`config.mk`:
```
export PLATFORM = sky130hd
export DESIGN_NAME = pcpf_ctrl
export DESIGN_NICKNAME = d
export VERILOG_FILES = /design/src/pcpf_pkg.sv /design/src/pcpf_ctrl.sv
export SDC_FILE = /design/constraint.sdc
export NUM_CORES = 1
export LEC_CHECK = 0
export ABC_AREA = 1
export BUFFER_PORTS_ARGS = -buffer_cell sky130_fd_sc_hd__buf_2
export CORE_MARGIN = 4
export CORE_UTILIZATION = 40
export CTS_BUF_LIST = sky130_fd_sc_hd__clkbuf_8
export CTS_CLUSTER_DIAMETER = 30
export DETAILED_ROUTE_END_ITERATION = 10
export PLACE_DENSITY = 0.69
export SLEW_MARGIN = 20
export SYNTH_ARGS = -nofsm -noshare
export SYNTH_HDL_FRONTEND = slang
export SYNTH_SLANG_ARGS = --single-unit
export TNS_END_PERCENT = 30
```
`constraint.sdc`:
```
create_clock -name clk -period 4.75 [get_ports clk]
set_input_delay 0.95 -clock clk [delete_from_list [all_inputs] [get_ports clk]]
set_output_delay 0.95 -clock clk [all_outputs]
set_load 0.1 [all_outputs]
```
`src/pcpf_pkg.sv`:
```
// Shared types, codes and the multiply sequence of the collinear point filter.
package pcpf_pkg;

  localparam int COORD_W  = 32;
  localparam int KIND_W   = 4;
  localparam int TOL_W    = 16;
  localparam int TH_W     = 32;
  localparam int CFG_IDX_W = 2;
  localparam int CFG_DAT_W = 32;
  localparam int DIFF_W   = COORD_W + 1;
  localparam int LIMB_W   = 32;
  localparam int OPND_W   = LIMB_W + 1;
  localparam int PROD_W   = 2 * OPND_W;
  localparam int CAPT_W   = 4 * LIMB_W;
  localparam int ACC_W    = 176;
  localparam int NSTEPS   = 30;
  localparam int STEP_W   = 5;

  localparam logic [CFG_IDX_W-1:0] REG_DUP_TOL = 2'd0;
  localparam logic [CFG_IDX_W-1:0] REG_COS_TH  = 2'd1;
  localparam logic [TOL_W-1:0] DUP_TOL_RST = 16'd1;
  localparam logic [TH_W-1:0]  COS_TH_RST  = 32'd4294958706;

  typedef enum logic [3:0] {
    SRC_X1, SRC_Y1, SRC_X2, SRC_Y2, SRC_DOT, SRC_N1, SRC_N2, SRC_T, SRC_TH
  } src_t;

  typedef enum logic [2:0] {
    CAP_NONE, CAP_DOT, CAP_N1, CAP_N2, CAP_T
  } cap_t;

  typedef enum logic [1:0] {
    WIN_NONE, WIN_NEWER, WIN_SHIFT
  } win_t;

  typedef struct packed {
    src_t       a_src;
    logic [1:0] a_ch;
    src_t       b_src;
    logic [1:0] b_ch;
    logic [2:0] shift;
    logic       clr;
    logic       sub;
    cap_t       cap;
  } step_t;

  typedef struct packed {
    logic  load_pt;
    logic  calc_diff;
    logic  mul_go;
    step_t step;
    win_t  win;
    logic  load_out;
    logic  out_older;
    logic  out_final;
  } cmd_t;

  typedef struct packed {
    logic same_spot;
    logic colinear;
    logic kind_match;
    logic last;
    logic out_free;
  } stat_t;

  function automatic step_t mk(src_t a, logic [1:0] ac, src_t b, logic [1:0] bc,
                               logic [2:0] sh, logic clr, logic sub, cap_t cap);
    step_t s;
    s.a_src = a; s.a_ch = ac; s.b_src = b; s.b_ch = bc;
    s.shift = sh; s.clr = clr; s.sub = sub; s.cap = cap;
    return s;
  endfunction

  // The comparison dot^2 * 2^32 - th * n1 * n2 is built in one accumulator.
  function automatic step_t mstep(logic [STEP_W-1:0] idx);
    step_t s;
    unique case (idx)
      5'd0:  s = mk(SRC_X1, 2'd0, SRC_X2, 2'd0, 3'd0, 1'b1, 1'b0, CAP_NONE);
      5'd1:  s = mk(SRC_Y1, 2'd0, SRC_Y2, 2'd0, 3'd0, 1'b0, 1'b0, CAP_DOT);
      5'd2:  s = mk(SRC_X1, 2'd0, SRC_X1, 2'd0, 3'd0, 1'b1, 1'b0, CAP_NONE);
      5'd3:  s = mk(SRC_Y1, 2'd0, SRC_Y1, 2'd0, 3'd0, 1'b0, 1'b0, CAP_N1);
      5'd4:  s = mk(SRC_X2, 2'd0, SRC_X2, 2'd0, 3'd0, 1'b1, 1'b0, CAP_NONE);
      5'd5:  s = mk(SRC_Y2, 2'd0, SRC_Y2, 2'd0, 3'd0, 1'b0, 1'b0, CAP_N2);
      5'd6:  s = mk(SRC_N1, 2'd0, SRC_TH, 2'd0, 3'd0, 1'b1, 1'b0, CAP_NONE);
      5'd7:  s = mk(SRC_N1, 2'd1, SRC_TH, 2'd0, 3'd1, 1'b0, 1'b0, CAP_NONE);
      5'd8:  s = mk(SRC_N1, 2'd2, SRC_TH, 2'd0, 3'd2, 1'b0, 1'b0, CAP_T);
      5'd9:  s = mk(SRC_DOT, 2'd0, SRC_DOT, 2'd0, 3'd1, 1'b1, 1'b0, CAP_NONE);
      5'd10: s = mk(SRC_DOT, 2'd0, SRC_DOT, 2'd1, 3'd2, 1'b0, 1'b0, CAP_NONE);
      5'd11: s = mk(SRC_DOT, 2'd0, SRC_DOT, 2'd2, 3'd3, 1'b0, 1'b0, CAP_NONE);
      5'd12: s = mk(SRC_DOT, 2'd1, SRC_DOT, 2'd0, 3'd2, 1'b0, 1'b0, CAP_NONE);
      5'd13: s = mk(SRC_DOT, 2'd1, SRC_DOT, 2'd1, 3'd3, 1'b0, 1'b0, CAP_NONE);
      5'd14: s = mk(SRC_DOT, 2'd1, SRC_DOT, 2'd2, 3'd4, 1'b0, 1'b0, CAP_NONE);
      5'd15: s = mk(SRC_DOT, 2'd2, SRC_DOT, 2'd0, 3'd3, 1'b0, 1'b0, CAP_NONE);
      5'd16: s = mk(SRC_DOT, 2'd2, SRC_DOT, 2'd1, 3'd4, 1'b0, 1'b0, CAP_NONE);
      5'd17: s = mk(SRC_DOT, 2'd2, SRC_DOT, 2'd2, 3'd5, 1'b0, 1'b0, CAP_NONE);
      5'd18: s = mk(SRC_T, 2'd0, SRC_N2, 2'd0, 3'd0, 1'b0, 1'b1, CAP_NONE);
      5'd19: s = mk(SRC_T, 2'd0, SRC_N2, 2'd1, 3'd1, 1'b0, 1'b1, CAP_NONE);
      5'd20: s = mk(SRC_T, 2'd0, SRC_N2, 2'd2, 3'd2, 1'b0, 1'b1, CAP_NONE);
      5'd21: s = mk(SRC_T, 2'd1, SRC_N2, 2'd0, 3'd1, 1'b0, 1'b1, CAP_NONE);
      5'd22: s = mk(SRC_T, 2'd1, SRC_N2, 2'd1, 3'd2, 1'b0, 1'b1, CAP_NONE);
      5'd23: s = mk(SRC_T, 2'd1, SRC_N2, 2'd2, 3'd3, 1'b0, 1'b1, CAP_NONE);
      5'd24: s = mk(SRC_T, 2'd2, SRC_N2, 2'd0, 3'd2, 1'b0, 1'b1, CAP_NONE);
      5'd25: s = mk(SRC_T, 2'd2, SRC_N2, 2'd1, 3'd3, 1'b0, 1'b1, CAP_NONE);
      5'd26: s = mk(SRC_T, 2'd2, SRC_N2, 2'd2, 3'd4, 1'b0, 1'b1, CAP_NONE);
      5'd27: s = mk(SRC_T, 2'd3, SRC_N2, 2'd0, 3'd3, 1'b0, 1'b1, CAP_NONE);
      5'd28: s = mk(SRC_T, 2'd3, SRC_N2, 2'd1, 3'd4, 1'b0, 1'b1, CAP_NONE);
      5'd29: s = mk(SRC_T, 2'd3, SRC_N2, 2'd2, 3'd5, 1'b0, 1'b1, CAP_NONE);
      default: s = mk(SRC_X1, 2'd0, SRC_X1, 2'd0, 3'd0, 1'b0, 1'b0, CAP_NONE);
    endcase
    return s;
  endfunction

endpackage

```
`src/pcpf_ctrl.sv`:
```
// Controller state machine: window bookkeeping, multiply sequencing and emission.
module pcpf_ctrl (
  input  logic             clk,
  input  logic             rst_n,
  input  logic             in_valid,
  output logic             in_ready,
  input  pcpf_pkg::stat_t  stat,
  output pcpf_pkg::cmd_t   cmd
);
  import pcpf_pkg::*;

  localparam logic [3:0] S_IDLE      = 4'd0;
  localparam logic [3:0] S_DECIDE    = 4'd1;
  localparam logic [3:0] S_MUL       = 4'd2;
  localparam logic [3:0] S_DRAIN     = 4'd3;
  localparam logic [3:0] S_RESOLVE   = 4'd4;
  localparam logic [3:0] S_EMIT      = 4'd5;
  localparam logic [3:0] S_LAST      = 4'd6;
  localparam logic [3:0] S_FLUSH_OLD = 4'd7;
  localparam logic [3:0] S_FLUSH_NEW = 4'd8;

  logic [3:0]        state_r, state_nxt;
  logic [1:0]        held_r, held_nxt;
  logic [STEP_W-1:0] step_r, step_nxt;

  always_ff @(posedge clk) begin
    if (!rst_n) begin
      state_r <= S_IDLE;
      held_r  <= 2'd0;
      step_r  <= '0;
    end else begin
      state_r <= state_nxt;
      held_r  <= held_nxt;
      step_r  <= step_nxt;
    end
  end

  assign in_ready = (state_r == S_IDLE);

  always_comb begin
    state_nxt = state_r;
    held_nxt  = held_r;
    step_nxt  = step_r;
    cmd       = '0;
    cmd.step  = mstep(step_r);
    cmd.win   = WIN_NONE;
    unique case (state_r)
      S_IDLE: begin
        if (in_valid) begin
          cmd.load_pt = 1'b1;
          state_nxt   = S_DECIDE;
        end
      end
      S_DECIDE: begin
        cmd.calc_diff = 1'b1;
        state_nxt     = S_LAST;
        if (held_r == 2'd0) begin
          cmd.win  = WIN_NEWER;
          held_nxt = 2'd1;
        end else if (!stat.same_spot) begin
          if (held_r == 2'd1) begin
            cmd.win  = WIN_SHIFT;
            held_nxt = 2'd2;
          end else begin
            step_nxt  = '0;
            state_nxt = S_MUL;
          end
        end
      end
      S_MUL: begin
        cmd.mul_go = 1'b1;
        step_nxt   = step_r + STEP_W'(1);
        if (step_r == STEP_W'(NSTEPS - 1)) state_nxt = S_DRAIN;
      end
      S_DRAIN: state_nxt = S_RESOLVE;
      S_RESOLVE: begin
        if (stat.colinear && stat.kind_match) begin
          cmd.win   = WIN_NEWER;
          state_nxt = S_LAST;
        end else begin
          state_nxt = S_EMIT;
        end
      end
      S_EMIT: begin
        if (stat.out_free) begin
          cmd.load_out  = 1'b1;
          cmd.out_older = 1'b1;
          cmd.win       = WIN_SHIFT;
          state_nxt     = S_LAST;
        end
      end
      S_LAST: begin
        if (!stat.last) state_nxt = S_IDLE;
        else if (held_r == 2'd2) state_nxt = S_FLUSH_OLD;
        else state_nxt = S_FLUSH_NEW;
      end
      S_FLUSH_OLD: begin
        if (stat.out_free) begin
          cmd.load_out  = 1'b1;
          cmd.out_older = 1'b1;
          state_nxt     = S_FLUSH_NEW;
        end
      end
      S_FLUSH_NEW: begin
        if (stat.out_free) begin
          cmd.load_out  = 1'b1;
          cmd.out_final = 1'b1;
          held_nxt      = 2'd0;
          state_nxt     = S_IDLE;
        end
      end
      default: state_nxt = S_IDLE;
    endcase
  end
endmodule

```
==> flow_summary.yaml, run 1 <==
outcome:
  outcome: "finished clean"
setup_path:
  required_ps: 3800
  path_max_fanout: 8
  critical-path-top-delay-family: "simple AND/OR/NAND/NOR gates"
  cpMaxStageDelayCell: "dfxtp_1"
  start_kind: "register"
  crit_cells: 6
  cp_cell_sequence: "nor2_1, inv_1, nor2_1, nand3_1, nand2_1, buf_2"
  crit_arrival_ps: 1790
  max_stage_delay_ps: 440
  worst-path-buf-inv: 2
  end_kind: "primary output"
  crit_top_cell: "nor2_1"
  crit_type: "register to primary output"
  ff2ff_path_depth: 14
global_routing:
  antenna_found_initial: 0
  grt_max_degree: 15
  grt.total_usage_pct: 15.59
  overflow: 0
  grt_pass1_vias: 1593
  grt_pass1_wl_um: 6810
hold_path:
  hold_path.class: "register to register"
  holdPathStages: 2
synth:
  yosys.area.top_type: "dfxtp_1"
  synth-main-ff-cell: "dfxtp_1"
  ys_seq_elements: 30
  synth_nets: 270
  avgSynthCellArea_um2: 7.090
  async_reset_ff_share_pct: 0
  seq_area_frac_synth_pct: 33.22
  synth_edf_count: 0
  ys_top_cells_by_area: "dfxtp_1 (33%), nand2_1 (14%), nand3_1 (9.1%)"
  synth.distinct_cells: 33
  netlist_instances: 255
  synth_top_area_share_pct: 33.22
  yosys_warnings: 0
  syn_area_um2: 1808
routing:
  drt_pre_antenna_iters: 4
  postRouteAntennaNets: 0
  wl_per_cell_um: 11.62
  vias: 1742
  viasPerCell: 5.094
  topRoutingLayerUsed: "met4"
  wirelength_um: 3975
  wl_met2_um: 1842
  met3_wirelength_um: 276
  drt_iter0_markers: 99
  wl_met1_um: 1785
  drc: 0
clock_tree:
  htreeDepth: 2
  cts.sinks: 30
  post_cts_resized: 0
  cts_max_path_buffers: 2
  cts_tree: "yes"
  postCtsSetupBuffers: 0
  clk_pin_slew_ps: 60
  cts-root-buf: "clkbuf_8"
  clk_latency_ps: 270
  numCtsBuffers: 5
  ctsHoldBuffers: 0
timing:
  finClkSkew_ps: 3.353
  min_period_ps: 2741
  finalHoldViolations: 0
  rsz0062_at_grt: "no"
  setup_violations: 0
  setup_tns_ps: 0
  report.final.slew_viol_count: 0
  max_freq_mhz: 364.8
  period_share_pct: 57.71
die:
  start_util_pct: 41.52
  dieArea_um2: 5660
  die_y_um: 75.23
  rows: 24
  core_um2: 4354
  io_pins: 37
  die_x_um: 75.23
cells_and_area:
  final_cells: 342
  diodes: 0
  nets: 305
  syn_to_final_growth_pct: 16.06
  mostFrequentLayoutCells: "nand2_1 (66), buf_2 (35), nand3_1 (33)"
  layout_commonest_cell: "nand2_1"
  drive_gt1_share_pct: 25.17
placement:
  port-buffer-count: 35
  hpwl_um: 3056
  placed_cells: 335
  place.gp.congestion: 0.9299
run:
  max-cap-violations: 0
registers in the layout (all words and copies together) (netlist names):
| name | count |
|---|---|
| held_r | 2 |
| state_r | 4 |
| step_r | 5 |
| cmd | 19 |
Yosys cell counts (2+ instances only):
cell type,number
nand2_4,2
o21ai_1,3
nor2_1,19
inv_1,27
or2_2,2
nand2_2,8
inv_4,2
a21oi_1,10
inv_2,5
nor2_4,3
dfxtp_1,30
buf_2,2
nand3_2,4
nand4_1,9
nand3_1,33
a31oi_1,2
o21ai_0,4
nand2_1,66
ha_1,7
buf_6,4
through the flow:
step           setup slack (ps)  utilization (%)  area (um^2)  hold WS (ps)
6_report                   2009            48.19         2098         494.0
5_1_grt                    1886            48.19         2098         534.8
4_1_cts                    2001            48.19         2098         497.5
3_5_place_dp               2063            45.60         1986         489.1
3_3_place_gp               2079            45.60         1986         490.2
2_1_floorplan             751.5                -         1808         464.4
area by class of cell:
class	count	area [um^2]
Fill cell	426	2256
Multi-Input combinational cell	184	1012
Clock buffer	6	82.58
Sequential cell	30	600.6
Tap cell	52	65.06
Timing Repair Buffer	35	175.2
Inverter	34	132.6
Clock inverter	1	30.03
cell families after synthesis:
kind of cell / synth area share [%]
and+or+nand+nor: 42.21
DFF: 33.22
buffers and inverters: 10.80
other: 0.2074
AOI/OAI and AO/OA: 8.720
adders and majority gates: 4.844
final timing paths:
kind                                              start                     end  slack, ps
worst min-delay path             held_r[1]$_SDFFE_PN0P_  held_r[1]$_SDFFE_PN0P_        490
worst max register to register  state_r[1]$_SDFFE_PN0P_         cmd[14]$_DFF_P_       2410
worst max-delay path            state_r[1]$_SDFFE_PN0P_                  cmd[3]       2010
worst min register to register   held_r[1]$_SDFFE_PN0P_  held_r[1]$_SDFFE_PN0P_        490
worst reg2reg max path, delay by kind of cell (launching register included):
kind	cells	cell delay [ps]
AOI/OAI and AO/OA	1	270
adders and majority gates	1	310
buffers and inverters	3	260
DFF	1	580
and+or+nand+nor	9	870
metal layers:
layer | up-vias | global-route usage [%]
li1 | 898 | -
met1 | 778 | 19.72
met3 | 8 | 4.005
met2 | 58 | 26.11
met5 | - | 0
met4 | 0 | 4.660
Power of run 1 is not shown: default switching activity piles up to over one toggle a cycle in this logic, so the estimate is an artifact.
==> inputs of run 2 (changes only) <==
- clock period: 4.75 -> 2.69 ns (I/O delays scaled with it)
==> run 2 against run 1 <==
Effect of this change: final cell count stayed put; global-route usage increased by 0.28 points; non-clock buffer count stayed put; clock skew hardly changed; critical endpoint unchanged; highest routed layer unchanged.
==> flow_summary.yaml, run 2 (same netlist as run 1, synthesis figures left out) <==
outcome:
  outcome: "finished clean"
die:
  core_um2: 4354
  die_x_um: 75.23
  start_util_pct: 41.52
  rows: 24
  io_pins: 37
  dieArea_um2: 5660
  die_y_um: 75.23
clock_tree:
  cts_tree: "yes"
  htreeDepth: 2
  clk_pin_slew_ps: 60
  cts_max_path_buffers: 2
  numCtsBuffers: 5
  cts-root-buf: "clkbuf_8"
  post_cts_resized: 0
  clk_latency_ps: 280
  cts.sinks: 30
  postCtsSetupBuffers: 0
  ctsHoldBuffers: 0
setup_path:
  crit_path_end: "cmd[3]"
  path_max_fanout: 8
  required_ps: 2150
  start_kind: "register"
  worstReg2RegStart: "state_r[0]$_SDFFE_PN0P_"
  end_kind: "primary output"
  ff2ff_path_depth: 15
  crit_type: "register to primary output"
  r2r-end: "cmd[14]$_DFF_P_"
  crit_start: "state_r[1]$_SDFFE_PN0P_"
  crit_arrival_ps: 1810
  r2r_slack_ps: 380
global_routing:
  antenna_found_initial: 0
  grt.total_usage_pct: 15.87
  grt_max_degree: 15
  grt_pass1_wl_um: 6927
  grt_pass1_vias: 1583
  overflow: 0
timing:
  min_period_ps: 2345
  report.final.slew_viol_count: 0
  max_freq_mhz: 426.5
  period_share_pct: 87.17
  setup_tns_ps: 0
  finalHoldViolations: 0
  setup_violations: 0
  rsz0062_at_grt: "no"
  finClkSkew_ps: 3.810
cells_and_area:
  stdcell_area_um2: 2069
  syn_to_final_growth_pct: 14.46
  mostFrequentLayoutCells: "nand2_1 (66), buf_2 (35), nand3_1 (33)"
  diodes: 0
  drive_gt1_share_pct: 25.52
  largest_reg_flops: 19
  nets: 305
  final_cells: 342
  nFillCells: 459
  layout_commonest_cell: "nand2_1"
routing:
  wl_per_cell_um: 11.77
  drt_pre_antenna_iters: 4
  drc: 0
  postRouteAntennaNets: 0
  viasPerCell: 4.994
  vias: 1708
  drt_iter0_markers: 135
  wirelength_um: 4026
run:
  max-cap-violations: 0
placement:
  port-buffer-count: 35
  place.gp.congestion: 0.8833
  postPlaceCellArea_um2: 1991
  placed_cells: 335
  hpwl_um: 3123
hold_path:
  hold_path.class: "register to register"
  hold_start: "held_r[1]$_SDFFE_PN0P_"
[run 2: cell count changes in the layout (fill, tap and decap cells not counted), sizes merged]
cell	before	now
clkinv	0	2
bufinv	1	0
clkbuf	6	5
[run 2: through the flow]
step / worst slack [ps] / util (%) / hold slack, ps
final: 345.2 / 47.53 / 499.3
after global routing: 124.4 / 47.53 / 533.8
after CTS: 332.7 / 47.53 / 499.8
after detailed placement: 428.7 / 45.72 / 491.3
after global placement: 456.4 / 45.72 / 483.3
after floorplan: -45.42 / - / 464.4
[run 2: critical path, cell delays in order (launching register included)]
cell and delay, ps:
dfxtp_1 430, nor2_1 250, inv_1 110, nor2_1 130, nand3_1 120, nand2_1 70, buf_2 410
[run 2: layer usage]
metal	part of all wire, %	GRT usage, %	vias to the layer above
met4	1.5	5.243	0
met3	7.7	5.207	4
met5	0	0	-
met1	47	20.57	757
li1	-	-	893
met2	44	24.95	54
[run 2: how the worst min path moves through the flow]
stage	to	cells after the start
2_1_floorplan	held_r[1]$_SDFFE_PN0P_	2
6_report	held_r[1]$_SDFFE_PN0P_	2
5_1_grt	held_r[1]$_SDFFE_PN0P_	2
4_1_cts	held_r[1]$_SDFFE_PN0P_	2
3_5_place_dp	held_r[1]$_SDFFE_PN0P_	2
3_3_place_gp	held_r[1]$_SDFFE_PN0P_	2
[run 2: cell type report]
type / count / area (um^2) / share of cell area (%)
Sequential cell: 30 / 600.6 / 29.02
Clock buffer: 5 / 68.82 / 3.325
Inverter: 34 / 132.6 / 6.409
Timing Repair Buffer: 35 / 175.2 / 8.464
Multi-Input combinational cell: 184 / 1017 / 49.15
Clock inverter: 2 / 10.01 / 0.4837
Tap cell: 52 / 65.06 / 3.144
Power of run 2 is left out for the same reason.
